### config.mk
export PLATFORM = sky130hd
export DESIGN_NAME = http_request_head_parser
export DESIGN_NICKNAME = d
export VERILOG_FILES = /design/src/rtl/hrp_pkg.sv /design/src/rtl/http_request_head_parser.sv /design/src/rtl/hrp_step.sv
export VERILOG_INCLUDE_DIRS = /design/src /design/src/rtl
export SDC_FILE = /design/constraint.sdc
export NUM_CORES = 1
export LEC_CHECK = 0
export ABC_AREA = 1
export BUFFER_PORTS_ARGS = -buffer_cell sky130_fd_sc_hd__buf_2
export CAP_MARGIN = 20
export CORE_MARGIN = 4
export CORE_UTILIZATION = 62
export CTS_BUF_LIST = sky130_fd_sc_hd__clkbuf_8
export DETAILED_ROUTE_END_ITERATION = 8
export PLACE_DENSITY = 0.86
export RECOVER_POWER = 25
export SETUP_SLACK_MARGIN = 0.4
export SLEW_MARGIN = 25
export SYNTH_ARGS = -nofsm -noshare
export SYNTH_HDL_FRONTEND = slang
export SYNTH_SLANG_ARGS = --single-unit
### constraint.sdc
create_clock -name clock -period 3.4 [get_ports clock]
set_clock_uncertainty 0.05 [all_clocks]
set_input_delay 0.68 -clock clock [delete_from_list [all_inputs] [get_ports clock]]
set_output_delay 0.68 -clock clock [all_outputs]
set_load 0.02 [all_outputs]
### src/rtl/http_request_head_parser_assert.svh
// Assertion macros used by the request head parser top level.
`ifndef HTTP_REQUEST_HEAD_PARSER_ASSERT_SVH
`define HTTP_REQUEST_HEAD_PARSER_ASSERT_SVH

// Same-cycle implication, checked outside reset.
`define HRP_ASSERT_NOW(lbl, clk, rst, ante, cons) \
   lbl: assert property (@(posedge clk) disable iff (rst) (ante) |-> (cons)) \
      else $error("request head parser check failed");

// Next-cycle implication, checked outside reset.
`define HRP_ASSERT_NEXT(lbl, clk, rst, ante, cons) \
   lbl: assert property (@(posedge clk) disable iff (rst) (ante) |=> (cons)) \
      else $error("request head parser check failed");

`endif

### src/rtl/hrp_pkg.sv
// Types, codes and character constants of the request head parser.
package hrp_pkg;

   localparam int STATE_BITS = 5;

   localparam logic [STATE_BITS-1:0] ST_METHOD_START       = 5'd0;
   localparam logic [STATE_BITS-1:0] ST_METHOD             = 5'd1;
   localparam logic [STATE_BITS-1:0] ST_URI                = 5'd2;
   localparam logic [STATE_BITS-1:0] ST_VER_H              = 5'd3;
   localparam logic [STATE_BITS-1:0] ST_VER_T1             = 5'd4;
   localparam logic [STATE_BITS-1:0] ST_VER_T2             = 5'd5;
   localparam logic [STATE_BITS-1:0] ST_VER_P              = 5'd6;
   localparam logic [STATE_BITS-1:0] ST_VER_SLASH          = 5'd7;
   localparam logic [STATE_BITS-1:0] ST_MAJOR_START        = 5'd8;
   localparam logic [STATE_BITS-1:0] ST_MAJOR              = 5'd9;
   localparam logic [STATE_BITS-1:0] ST_MINOR_START        = 5'd10;
   localparam logic [STATE_BITS-1:0] ST_MINOR              = 5'd11;
   localparam logic [STATE_BITS-1:0] ST_LF1                = 5'd12;
   localparam logic [STATE_BITS-1:0] ST_LINE_START         = 5'd13;
   localparam logic [STATE_BITS-1:0] ST_LWS                = 5'd14;
   localparam logic [STATE_BITS-1:0] ST_NAME               = 5'd15;
   localparam logic [STATE_BITS-1:0] ST_SPACE_BEFORE_VALUE = 5'd16;
   localparam logic [STATE_BITS-1:0] ST_VALUE              = 5'd17;
   localparam logic [STATE_BITS-1:0] ST_LF2                = 5'd18;
   localparam logic [STATE_BITS-1:0] ST_LF3                = 5'd19;

   localparam logic [1:0] STATUS_PENDING = 2'd0;
   localparam logic [1:0] STATUS_DONE    = 2'd1;
   localparam logic [1:0] STATUS_BAD     = 2'd2;

   localparam logic [2:0] CLASS_NONE   = 3'd0;
   localparam logic [2:0] CLASS_METHOD = 3'd1;
   localparam logic [2:0] CLASS_URI    = 3'd2;
   localparam logic [2:0] CLASS_NAME   = 3'd3;
   localparam logic [2:0] CLASS_VALUE  = 3'd4;

   localparam logic [7:0] CH_TAB   = 8'h09;
   localparam logic [7:0] CH_LF    = 8'h0A;
   localparam logic [7:0] CH_CR    = 8'h0D;
   localparam logic [7:0] CH_SP    = 8'h20;
   localparam logic [7:0] CH_DOT   = 8'h2E;
   localparam logic [7:0] CH_SLASH = 8'h2F;
   localparam logic [7:0] CH_0     = 8'h30;
   localparam logic [7:0] CH_9     = 8'h39;
   localparam logic [7:0] CH_COLON = 8'h3A;
   localparam logic [7:0] CH_UP_A  = 8'h41;
   localparam logic [7:0] CH_H     = 8'h48;
   localparam logic [7:0] CH_P     = 8'h50;
   localparam logic [7:0] CH_T     = 8'h54;
   localparam logic [7:0] CH_UP_Z  = 8'h5A;
   localparam logic [7:0] CH_LO_A  = 8'h61;
   localparam logic [7:0] CH_LO_Z  = 8'h7A;
   localparam logic [7:0] CH_DEL   = 8'h7F;

   typedef struct packed {
      logic [STATE_BITS-1:0] state;
      logic                  seen_header;
   } ctrl_type;

   typedef struct packed {
      logic [1:0] status;
      logic [2:0] byte_class;
      logic       header_begin;
   } result_type;

   function automatic logic is_alpha(input logic [7:0] c);
      return (c >= CH_UP_A && c <= CH_UP_Z) || (c >= CH_LO_A && c <= CH_LO_Z);
   endfunction

   function automatic logic is_digit(input logic [7:0] c);
      return c >= CH_0 && c <= CH_9;
   endfunction

   function automatic logic is_cntrl(input logic [7:0] c);
      return c < CH_SP || c == CH_DEL;
   endfunction

endpackage

### src/rtl/http_request_head_parser.sv
// Top level of the HTTP/1.1 request head parser.
// Usage: the request head is fed one byte per item on the req_ channel
// (req_valid, req_stall, req_data_byte). For every byte one result item leaves
// on the rsp_ channel with the status (pending, complete, malformed), the class
// of the byte (method, URI, header name, header value or delimiter), a flag for
// the first byte of a header name, the echoed byte and the version numbers so far.
// A byte is held in an input register, checked against the grammar by the
// step logic and written into the result register. One byte is accepted in
// every cycle while the receiver takes results; the parse state register
// updates once per byte. When rsp_stall is high the result register holds and
// one more byte may wait in the input register; after that req_stall rises
// until the result moves. A malformed byte leaves the parse state untouched.
// After the final LF the parser keeps its final state until reset; another LF
// reads complete, any other byte malformed. Synchronous reset empties both
// registers and returns the parser to the start of the method, versions at zero.
module http_request_head_parser #(
   parameter int VERSION_BITS = 8
) (
   input  logic       clock,
   input  logic       reset,
   input  logic       req_valid,
   output logic       req_stall,
   input  logic [7:0] req_data_byte,
   output logic       rsp_valid,
   input  logic       rsp_stall,
   output logic [1:0] rsp_status,
   output logic [2:0] rsp_byte_class,
   output logic       rsp_header_begin,
   output logic [7:0] rsp_byte_out,
   output logic [7:0] rsp_version_major,
   output logic [7:0] rsp_version_minor
);

`include "http_request_head_parser_assert.svh"

   logic                    in_valid_ff, in_valid_in;
   logic [7:0]              in_byte_ff, in_byte_in;
   hrp_pkg::ctrl_type       ctrl_ff, ctrl_in;
   logic [VERSION_BITS-1:0] major_ff, major_in;
   logic [VERSION_BITS-1:0] minor_ff, minor_in;
   logic                    out_valid_ff, out_valid_in;
   hrp_pkg::result_type     out_res_ff, out_res_in;
   logic [7:0]              out_byte_ff, out_byte_in;
   logic [7:0]              out_major_ff, out_major_in;
   logic [7:0]              out_minor_ff, out_minor_in;

   hrp_pkg::ctrl_type       ctrl_step;
   logic [VERSION_BITS-1:0] major_step;
   logic [VERSION_BITS-1:0] minor_step;
   hrp_pkg::result_type     res_step;
   logic [VERSION_BITS+7:0] major_ext;
   logic [VERSION_BITS+7:0] minor_ext;
   logic                    out_free;
   logic                    advance;
   logic                    req_take;

   hrp_step #(
      .VERSION_BITS(VERSION_BITS)
   ) u_step (
      .data_byte (in_byte_ff),
      .ctrl_cur  (ctrl_ff),
      .major_cur (major_ff),
      .minor_cur (minor_ff),
      .ctrl_nxt  (ctrl_step),
      .major_nxt (major_step),
      .minor_nxt (minor_step),
      .result    (res_step)
   );

   assign out_free  = !out_valid_ff || !rsp_stall;
   assign advance   = in_valid_ff && out_free;
   assign req_stall = in_valid_ff && !out_free;
   assign req_take  = req_valid && !req_stall;

   assign major_ext = {8'd0, major_step};
   assign minor_ext = {8'd0, minor_step};

   always_comb begin
      in_valid_in  = in_valid_ff;
      in_byte_in   = in_byte_ff;
      ctrl_in      = ctrl_ff;
      major_in     = major_ff;
      minor_in     = minor_ff;
      out_valid_in = out_valid_ff;
      out_res_in   = out_res_ff;
      out_byte_in  = out_byte_ff;
      out_major_in = out_major_ff;
      out_minor_in = out_minor_ff;
      if (advance || !in_valid_ff) begin
         in_valid_in = req_take;
         in_byte_in  = req_data_byte;
      end
      if (advance) begin
         ctrl_in      = ctrl_step;
         major_in     = major_step;
         minor_in     = minor_step;
         out_res_in   = res_step;
         out_byte_in  = in_byte_ff;
         out_major_in = major_ext[7:0];
         out_minor_in = minor_ext[7:0];
      end
      if (out_free) begin
         out_valid_in = advance;
      end
   end

   always_ff @(posedge clock) begin
      if (reset) begin
         in_valid_ff  <= 1'b0;
         out_valid_ff <= 1'b0;
         ctrl_ff      <= '{state: hrp_pkg::ST_METHOD_START, seen_header: 1'b0};
         major_ff     <= '0;
         minor_ff     <= '0;
      end else begin
         in_valid_ff  <= in_valid_in;
         out_valid_ff <= out_valid_in;
         ctrl_ff      <= ctrl_in;
         major_ff     <= major_in;
         minor_ff     <= minor_in;
      end
      in_byte_ff   <= in_byte_in;
      out_res_ff   <= out_res_in;
      out_byte_ff  <= out_byte_in;
      out_major_ff <= out_major_in;
      out_minor_ff <= out_minor_in;
   end

   assign rsp_valid         = out_valid_ff;
   assign rsp_status        = out_res_ff.status;
   assign rsp_byte_class    = out_res_ff.byte_class;
   assign rsp_header_begin  = out_res_ff.header_begin;
   assign rsp_byte_out      = out_byte_ff;
   assign rsp_version_major = out_major_ff;
   assign rsp_version_minor = out_minor_ff;

   `HRP_ASSERT_NEXT(a_bad_keeps_state, clock, reset,
      advance && res_step.status == hrp_pkg::STATUS_BAD, ctrl_ff == $past(ctrl_ff))
   `HRP_ASSERT_NEXT(a_done_stays_final, clock, reset,
      advance && res_step.status == hrp_pkg::STATUS_DONE, ctrl_ff.state == hrp_pkg::ST_LF3)
   `HRP_ASSERT_NOW(a_bad_has_no_class, clock, reset,
      out_valid_ff && out_res_ff.status == hrp_pkg::STATUS_BAD,
      out_res_ff.byte_class == hrp_pkg::CLASS_NONE && !out_res_ff.header_begin)
   `HRP_ASSERT_NOW(a_begin_is_name, clock, reset,
      out_valid_ff && out_res_ff.header_begin,
      out_res_ff.byte_class == hrp_pkg::CLASS_NAME && ctrl_ff.seen_header)

endmodule

### src/rtl/hrp_step.sv
// Combinational grammar step: next parse state, version values and result of one byte.
module hrp_step #(
   parameter int VERSION_BITS = 8
) (
   input  logic [7:0]              data_byte,
   input  hrp_pkg::ctrl_type       ctrl_cur,
   input  logic [VERSION_BITS-1:0] major_cur,
   input  logic [VERSION_BITS-1:0] minor_cur,
   output hrp_pkg::ctrl_type       ctrl_nxt,
   output logic [VERSION_BITS-1:0] major_nxt,
   output logic [VERSION_BITS-1:0] minor_nxt,
   output hrp_pkg::result_type     result
);

   localparam int SUM_BITS = VERSION_BITS + 4;
   localparam logic [SUM_BITS-1:0] VERSION_MAX = {4'd0, {VERSION_BITS{1'b1}}};

   function automatic logic [VERSION_BITS-1:0] add_digit(
      input logic [VERSION_BITS-1:0] v,
      input logic [7:0]              c
   );
      logic [SUM_BITS-1:0] wide;
      logic [7:0]          d8;
      logic [SUM_BITS-1:0] sum;
      wide = {4'd0, v};
      d8   = c - hrp_pkg::CH_0;
      sum  = (wide << 3) + (wide << 1) + {{(SUM_BITS-4){1'b0}}, d8[3:0]};
      if (sum > VERSION_MAX) begin
         return {VERSION_BITS{1'b1}};
      end
      return sum[VERSION_BITS-1:0];
   endfunction

   logic                    bad;
   hrp_pkg::ctrl_type       ctrl_try;
   logic [VERSION_BITS-1:0] major_try;
   logic [VERSION_BITS-1:0] minor_try;
   hrp_pkg::result_type     res_try;

   always_comb begin
      ctrl_try  = ctrl_cur;
      major_try = major_cur;
      minor_try = minor_cur;
      res_try   = '{status: hrp_pkg::STATUS_PENDING, byte_class: hrp_pkg::CLASS_NONE,
                    header_begin: 1'b0};
      bad       = 1'b0;
      case (ctrl_cur.state)
         hrp_pkg::ST_METHOD_START: begin
            if (hrp_pkg::is_alpha(data_byte)) begin
               res_try.byte_class = hrp_pkg::CLASS_METHOD;
               ctrl_try.state     = hrp_pkg::ST_METHOD;
            end else begin
               bad = 1'b1;
            end
         end
         hrp_pkg::ST_METHOD: begin
            if (data_byte == hrp_pkg::CH_SP) begin
               ctrl_try.state = hrp_pkg::ST_URI;
            end else if (hrp_pkg::is_alpha(data_byte)) begin
               res_try.byte_class = hrp_pkg::CLASS_METHOD;
            end else begin
               bad = 1'b1;
            end
         end
         hrp_pkg::ST_URI: begin
            if (data_byte == hrp_pkg::CH_SP) begin
               ctrl_try.state = hrp_pkg::ST_VER_H;
            end else if (hrp_pkg::is_cntrl(data_byte)) begin
               bad = 1'b1;
            end else begin
               res_try.byte_class = hrp_pkg::CLASS_URI;
            end
         end
         hrp_pkg::ST_VER_H: begin
            if (data_byte == hrp_pkg::CH_H) ctrl_try.state = hrp_pkg::ST_VER_T1;
            else bad = 1'b1;
         end
         hrp_pkg::ST_VER_T1: begin
            if (data_byte == hrp_pkg::CH_T) ctrl_try.state = hrp_pkg::ST_VER_T2;
            else bad = 1'b1;
         end
         hrp_pkg::ST_VER_T2: begin
            if (data_byte == hrp_pkg::CH_T) ctrl_try.state = hrp_pkg::ST_VER_P;
            else bad = 1'b1;
         end
         hrp_pkg::ST_VER_P: begin
            if (data_byte == hrp_pkg::CH_P) ctrl_try.state = hrp_pkg::ST_VER_SLASH;
            else bad = 1'b1;
         end
         hrp_pkg::ST_VER_SLASH: begin
            if (data_byte == hrp_pkg::CH_SLASH) ctrl_try.state = hrp_pkg::ST_MAJOR_START;
            else bad = 1'b1;
         end
         hrp_pkg::ST_MAJOR_START: begin
            if (hrp_pkg::is_digit(data_byte)) begin
               major_try      = add_digit('0, data_byte);
               ctrl_try.state = hrp_pkg::ST_MAJOR;
            end else begin
               bad = 1'b1;
            end
         end
         hrp_pkg::ST_MAJOR: begin
            if (data_byte == hrp_pkg::CH_DOT) begin
               ctrl_try.state = hrp_pkg::ST_MINOR_START;
            end else if (hrp_pkg::is_digit(data_byte)) begin
               major_try = add_digit(major_cur, data_byte);
            end else begin
               bad = 1'b1;
            end
         end
         hrp_pkg::ST_MINOR_START: begin
            if (hrp_pkg::is_digit(data_byte)) begin
               minor_try      = add_digit('0, data_byte);
               ctrl_try.state = hrp_pkg::ST_MINOR;
            end else begin
               bad = 1'b1;
            end
         end
         hrp_pkg::ST_MINOR: begin
            if (data_byte == hrp_pkg::CH_CR) begin
               ctrl_try.state = hrp_pkg::ST_LF1;
            end else if (hrp_pkg::is_digit(data_byte)) begin
               minor_try = add_digit(minor_cur, data_byte);
            end else begin
               bad = 1'b1;
            end
         end
         hrp_pkg::ST_LF1: begin
            if (data_byte == hrp_pkg::CH_LF) ctrl_try.state = hrp_pkg::ST_LINE_START;
            else bad = 1'b1;
         end
         hrp_pkg::ST_LINE_START: begin
            if (data_byte == hrp_pkg::CH_CR) begin
               ctrl_try.state = hrp_pkg::ST_LF3;
            end else if (ctrl_cur.seen_header &&
                         (data_byte == hrp_pkg::CH_SP || data_byte == hrp_pkg::CH_TAB)) begin
               ctrl_try.state = hrp_pkg::ST_LWS;
            end else if (!hrp_pkg::is_cntrl(data_byte) && data_byte != hrp_pkg::CH_COLON &&
                         data_byte != hrp_pkg::CH_SP) begin
               ctrl_try.seen_header = 1'b1;
               ctrl_try.state       = hrp_pkg::ST_NAME;
               res_try.byte_class   = hrp_pkg::CLASS_NAME;
               res_try.header_begin = 1'b1;
            end else begin
               bad = 1'b1;
            end
         end
         hrp_pkg::ST_LWS: begin
            if (data_byte == hrp_pkg::CH_CR) begin
               ctrl_try.state = hrp_pkg::ST_LF2;
            end else if (data_byte == hrp_pkg::CH_SP || data_byte == hrp_pkg::CH_TAB) begin
               ctrl_try.state = hrp_pkg::ST_LWS;
            end else if (!hrp_pkg::is_cntrl(data_byte)) begin
               res_try.byte_class = hrp_pkg::CLASS_VALUE;
               ctrl_try.state     = hrp_pkg::ST_VALUE;
            end else begin
               bad = 1'b1;
            end
         end
         hrp_pkg::ST_NAME: begin
            if (data_byte == hrp_pkg::CH_COLON) begin
               ctrl_try.state = hrp_pkg::ST_SPACE_BEFORE_VALUE;
            end else if (!hrp_pkg::is_cntrl(data_byte) && data_byte != hrp_pkg::CH_SP) begin
               res_try.byte_class = hrp_pkg::CLASS_NAME;
            end else begin
               bad = 1'b1;
            end
         end
         hrp_pkg::ST_SPACE_BEFORE_VALUE: begin
            if (data_byte == hrp_pkg::CH_SP) ctrl_try.state = hrp_pkg::ST_VALUE;
            else bad = 1'b1;
         end
         hrp_pkg::ST_VALUE: begin
            if (data_byte == hrp_pkg::CH_CR) begin
               ctrl_try.state = hrp_pkg::ST_LF2;
            end else if (hrp_pkg::is_cntrl(data_byte)) begin
               bad = 1'b1;
            end else begin
               res_try.byte_class = hrp_pkg::CLASS_VALUE;
            end
         end
         hrp_pkg::ST_LF2: begin
            if (data_byte == hrp_pkg::CH_LF) ctrl_try.state = hrp_pkg::ST_LINE_START;
            else bad = 1'b1;
         end
         hrp_pkg::ST_LF3: begin
            if (data_byte == hrp_pkg::CH_LF) res_try.status = hrp_pkg::STATUS_DONE;
            else bad = 1'b1;
         end
         default: begin
            bad = 1'b1;
         end
      endcase
   end

   // A malformed byte leaves all parse state as it was.
   always_comb begin
      if (bad) begin
         ctrl_nxt  = ctrl_cur;
         major_nxt = major_cur;
         minor_nxt = minor_cur;
         result    = '{status: hrp_pkg::STATUS_BAD, byte_class: hrp_pkg::CLASS_NONE,
                       header_begin: 1'b0};
      end else begin
         ctrl_nxt  = ctrl_try;
         major_nxt = major_try;
         minor_nxt = minor_try;
         result    = res_try;
      end
   end

endmodule
==> results.json <==
{
  "vias": 4705,
  "drt_wl_total_um": 12570,
  "io_pins": 44,
  "power_frac_comb_pct": 32.1,
  "clockRootBuffer": "clkbuf_8",
  "startpoint": "in_byte_ff[3]$_DFFE_PP_",
  "area_growth_pct": 11.04,
  "slowest_delay_ns": 0.57,
  "die_h_um": 95.83,
  "place_congestion": 0.9714,
  "numCtsBuffers": 9,
  "grt_max_degree": 39,
  "dp_hpwl_um": 9406,
  "cp.required_ns": 3.60,
  "worstSetupStartpointType": "register",
  "r2r-end": "minor_ff[3]$_SDFFE_PP0P_",
  "r2r_cells": 14,
  "path_clk_slew_ns": 0.09,
  "drc": 0,
  "worst-path-buf-inv": 1,
  "die_area_mm2": 0.009182,
  "p_leak_uw": 0.002665,
  "cp-endpoint": "minor_ff[3]$_SDFFE_PP0P_",
  "antenna_found_initial": 0,
  "critPathCaptureType": "register",
  "syn_inst": 672,
  "grt_setup_unrepaired": "no",
  "min_period_over_period_pct": 82.64,
  "fillers": 611,
  "syn_nets": 718,
  "seqCellArea_mm2": 0.001622,
  "worstPathCellList": "fa_1 > fa_2 > nand2_1 > nand2_1 > nand2_1 > nand2_1 > nand2_1 > nand2_1 > nor2_4 > nand3_1 > nand3_1 > nand3_1 > o21ai_0 > inv_1",
  "cp_common_cell": "nand2_1",
  "grt_pass1_vias": 4403,
  "min_period_ns": 2.810,
  "cts_max_level": 3,
  "cts_tree": "done",
  "critPathArrivalTime_ns": 3.01,
  "synth_cell_types": 38,
  "synth_area_mm2": 0.004782,
  "grt_use_total_pct": 29.43,
  "p_int_uw": 1406,
  "hold_viol": 0,
  "wl_per_cell_um": 15.23,
  "maxCapViolCount": 0,
  "grt_pass1_wl_um": 20730,
  "timing.rr.start": "in_byte_ff[3]$_DFFE_PP_",
  "antenna_cells": 0,
  "die_w_um": 95.83,
  "fin_area_mm2": 0.005310,
  "power_switching_uw": 901.8,
  "cp_slowest_cell": "fa_1",
  "cts_sinks": 62,
  "critPathTopFamily": "adder cells",
  "vias_per_cell": 5.703,
  "nets": 767,
  "overflow": 0,
  "drive_gt1_share_pct": 15.98,
  "hold_class": "register to register",
  "setup_viol": 0,
  "multi_input_area_mm2": 0.002730,
  "yosysSeqAreaShare_pct": 33.91,
  "status": "finished clean",
  "slew-limit-headroom_pct": 32.14,
  "initial_core_util_pct": 64.89,
  "detail_route.first_pass.iterations": 7,
  "reg2reg_slack_ns": 0.59,
  "yosysWarnings": 0,
  "placed_area_mm2": 0.005096,
  "powerDensity_mw_per_mm2": 434.6,
  "clkPwrFrac_pct": 27.5,
  "critPathKind": "register to register",
  "finalSetupTns_ns": 0,
  "ir_worst_vdd_v": 0.0003209,
  "synth_seq_cells": 62,
  "core-area_mm2": 0.007370,
  "worst-path-stages": 14,
  "path_max_fanout": 7,
  "synth.avg_cell_area_um2": 7.116,
  "fp-row-count": 31,
  "postRouteAntennaNets": 0,
  "switching_share_pct": 39.07,
  "clock_path_buffers": 2,
  "p_seq_share_pct": 40.5,
  "drv_slew": 0,
  "fmax_ghz": 0.3559,
  "port_buffers": 43,
  "worstSkewPairLatency_ns": 0.36,
  "worst_slew_pin_slew_ns": 1.018,
  "drtIter0Drc": 318
}
-- logic make-up (layout without fill, tap and decap cells) --
kind of cell             Yosys count  count (layout)  synth area share (%)
flip-flops                        62              62                 33.91
AO/OA/AOI/OAI                     69              69                 8.268
buffers and inverters            115             169                 9.654
adder cells (fa/ha/maj)           34              34                 9.524
XOR/XNOR                           7               7                 1.282
AND/OR/NAND/NOR                  385             385                 37.36
-- through the flow --
step | power, uW | cells | setup slack (ns) | hold WS [ns] | util [%]
2_1_floorplan | 1505 | 672 | 0.6340 | 0.3907 | -
3_3_place_gp | 1656 | 808 | 0.4877 | 0.3989 | 69.15
3_5_place_dp | 1666 | 808 | 0.4308 | 0.4077 | 69.15
4_1_cts | 2294 | 825 | 0.4435 | 0.4278 | 71.78
5_1_grt | 2450 | 825 | 0.3150 | 0.4253 | 72.05
6_report | 2308 | 825 | 0.5903 | 0.4276 | 72.05
-- state kept, by name, indices dropped and copies added (netlist names), 2 cells and up --
name / flops
ctrl_ff: 6
rsp_version_minor: 8
rsp_byte_class: 3
rsp_status: 2
rsp_byte_out: 8
minor_ff: 8
rsp_version_major: 8
in_byte_ff: 8
major_ff: 8
-- worst min-delay path by stage --
stage,startpoint,end,slack [ns],cells after the start
floorplan,ctrl_ff[0]$_SDFFE_PP0P_,ctrl_ff[0]$_SDFFE_PP0P_,0.39,1
global placement,ctrl_ff[0]$_SDFFE_PP0P_,ctrl_ff[0]$_SDFFE_PP0P_,0.40,1
detailed placement,ctrl_ff[0]$_SDFFE_PP0P_,ctrl_ff[0]$_SDFFE_PP0P_,0.41,1
CTS,ctrl_ff[0]$_SDFFE_PP0P_,ctrl_ff[0]$_SDFFE_PP0P_,0.43,1
global route,req_data_byte[2],in_byte_ff[2]$_DFFE_PP_,0.43,1
finish,ctrl_ff[0]$_SDFFE_PP0P_,ctrl_ff[0]$_SDFFE_PP0P_,0.43,1
-- cells in the final DEF, fill, tap and decap left out, drive strengths merged --
cell type  synthesis  layout
ha                30      30
nand3b             1       1
a211oi             2       2
xnor2              4       4
dfxtp             24      24
inv              101     105
o21a               4       4
o21ai             19      19
a21oi             36      36
xor2               3       3
o211ai             3       3
nor2              81      81
nand4             25      25
clkinv             2       4
clkbuf             4      13
and2               1       1
o2111a             1       1
nor3              10      10
fa                 4       4
a21o               1       1
nand2            173     173
a22oi              3       3
clkinvlp           0       1
nand3             94      94
buf                8      46
edfxtp            38      38
-- worst reg2reg max path, stage by stage (launching register included) --
cell      delay [ns]
edfxtp_1        0.50
fa_1            0.57
fa_2            0.43
nand2_1         0.08
nand2_1         0.09
nand2_1         0.09
nand2_1         0.07
nand2_1         0.07
nand2_1         0.08
nor2_4          0.19
nand3_1         0.09
nand3_1         0.08
nand3_1         0.08
o21ai_0         0.17
inv_1           0.07
-- layer usage --
| metal | vias up | track usage, % | part of all wire (%) |
|---|---|---|---|
| met1 | 2121 | 36.68 | 42 |
| met2 | 213 | 49.86 | 48 |
| met5 | - | 0 | 0 |
| met3 | 39 | 4.378 | 7.1 |
| met4 | 0 | 14.10 | 3.5 |
| li1 | 2332 | - | - |
-- cell usage after synthesis --
cell type  number  share of area, %
o21a_1          4              0.63
nor2_2         11               1.4
nand3_1        88               9.2
nor2_4          6               1.4
buf_2           3              0.31
clkbuf_1        4              0.31
clkinv_1        2              0.16
o21ai_2         3              0.55
edfxtp_1       38                24
and2_1          1              0.13
o2111a_1        1              0.24
nand4_1        24               3.1
xor2_1          3              0.55
a21oi_1        36               3.8
a211oi_1        2              0.31
nand4_2         1              0.26
ha_1           30               7.8
nand2_1       168                13
nand3_2         6               1.3
fa_1            4               1.7
nand2_2         4              0.52
xnor2_1         4              0.73
nand3b_1        1              0.16
buf_4           3              0.47
o211ai_1        3              0.47
o21ai_0        12               1.3
dfxtp_1        24                10
a21o_1          1              0.16
nor3_1          8              0.84
nor2_1         64               5.0
inv_2          12              0.94
o21ai_1         4              0.42
inv_1          89               7.0
nor3_2          1              0.21
a22oi_1         3              0.47
buf_6           2              0.47
nand2_4         1              0.24
nor3_4          1              0.34
-- final cells by class --
class	instances	area share (%)
multi-input cells	495	51.41
flip-flops and latches	62	30.54
inverters	103	7.281
repair buffers	50	4.925
clock buffers	9	2.333
well taps	99	2.333
clock inverters	7	1.178
-- timing repair --
action                     CTS  global route
pin swaps                    0             3
setup buffers                1             0
setup endpoints to repair    5            32
hold buffers                 0             0
gates resized for setup      0            13
-- power groups by stage --
stage	logic (uW)	clock network [uW]	registers, uW
6_report	741	634	934
5_1_grt	838	670	942
4_1_cts	723	639	932
3_5_place_dp	717	0	950
3_3_place_gp	707	0	949
2_1_floorplan	559	0	946
No activity file was read; power rests on OpenSTA's default activity.
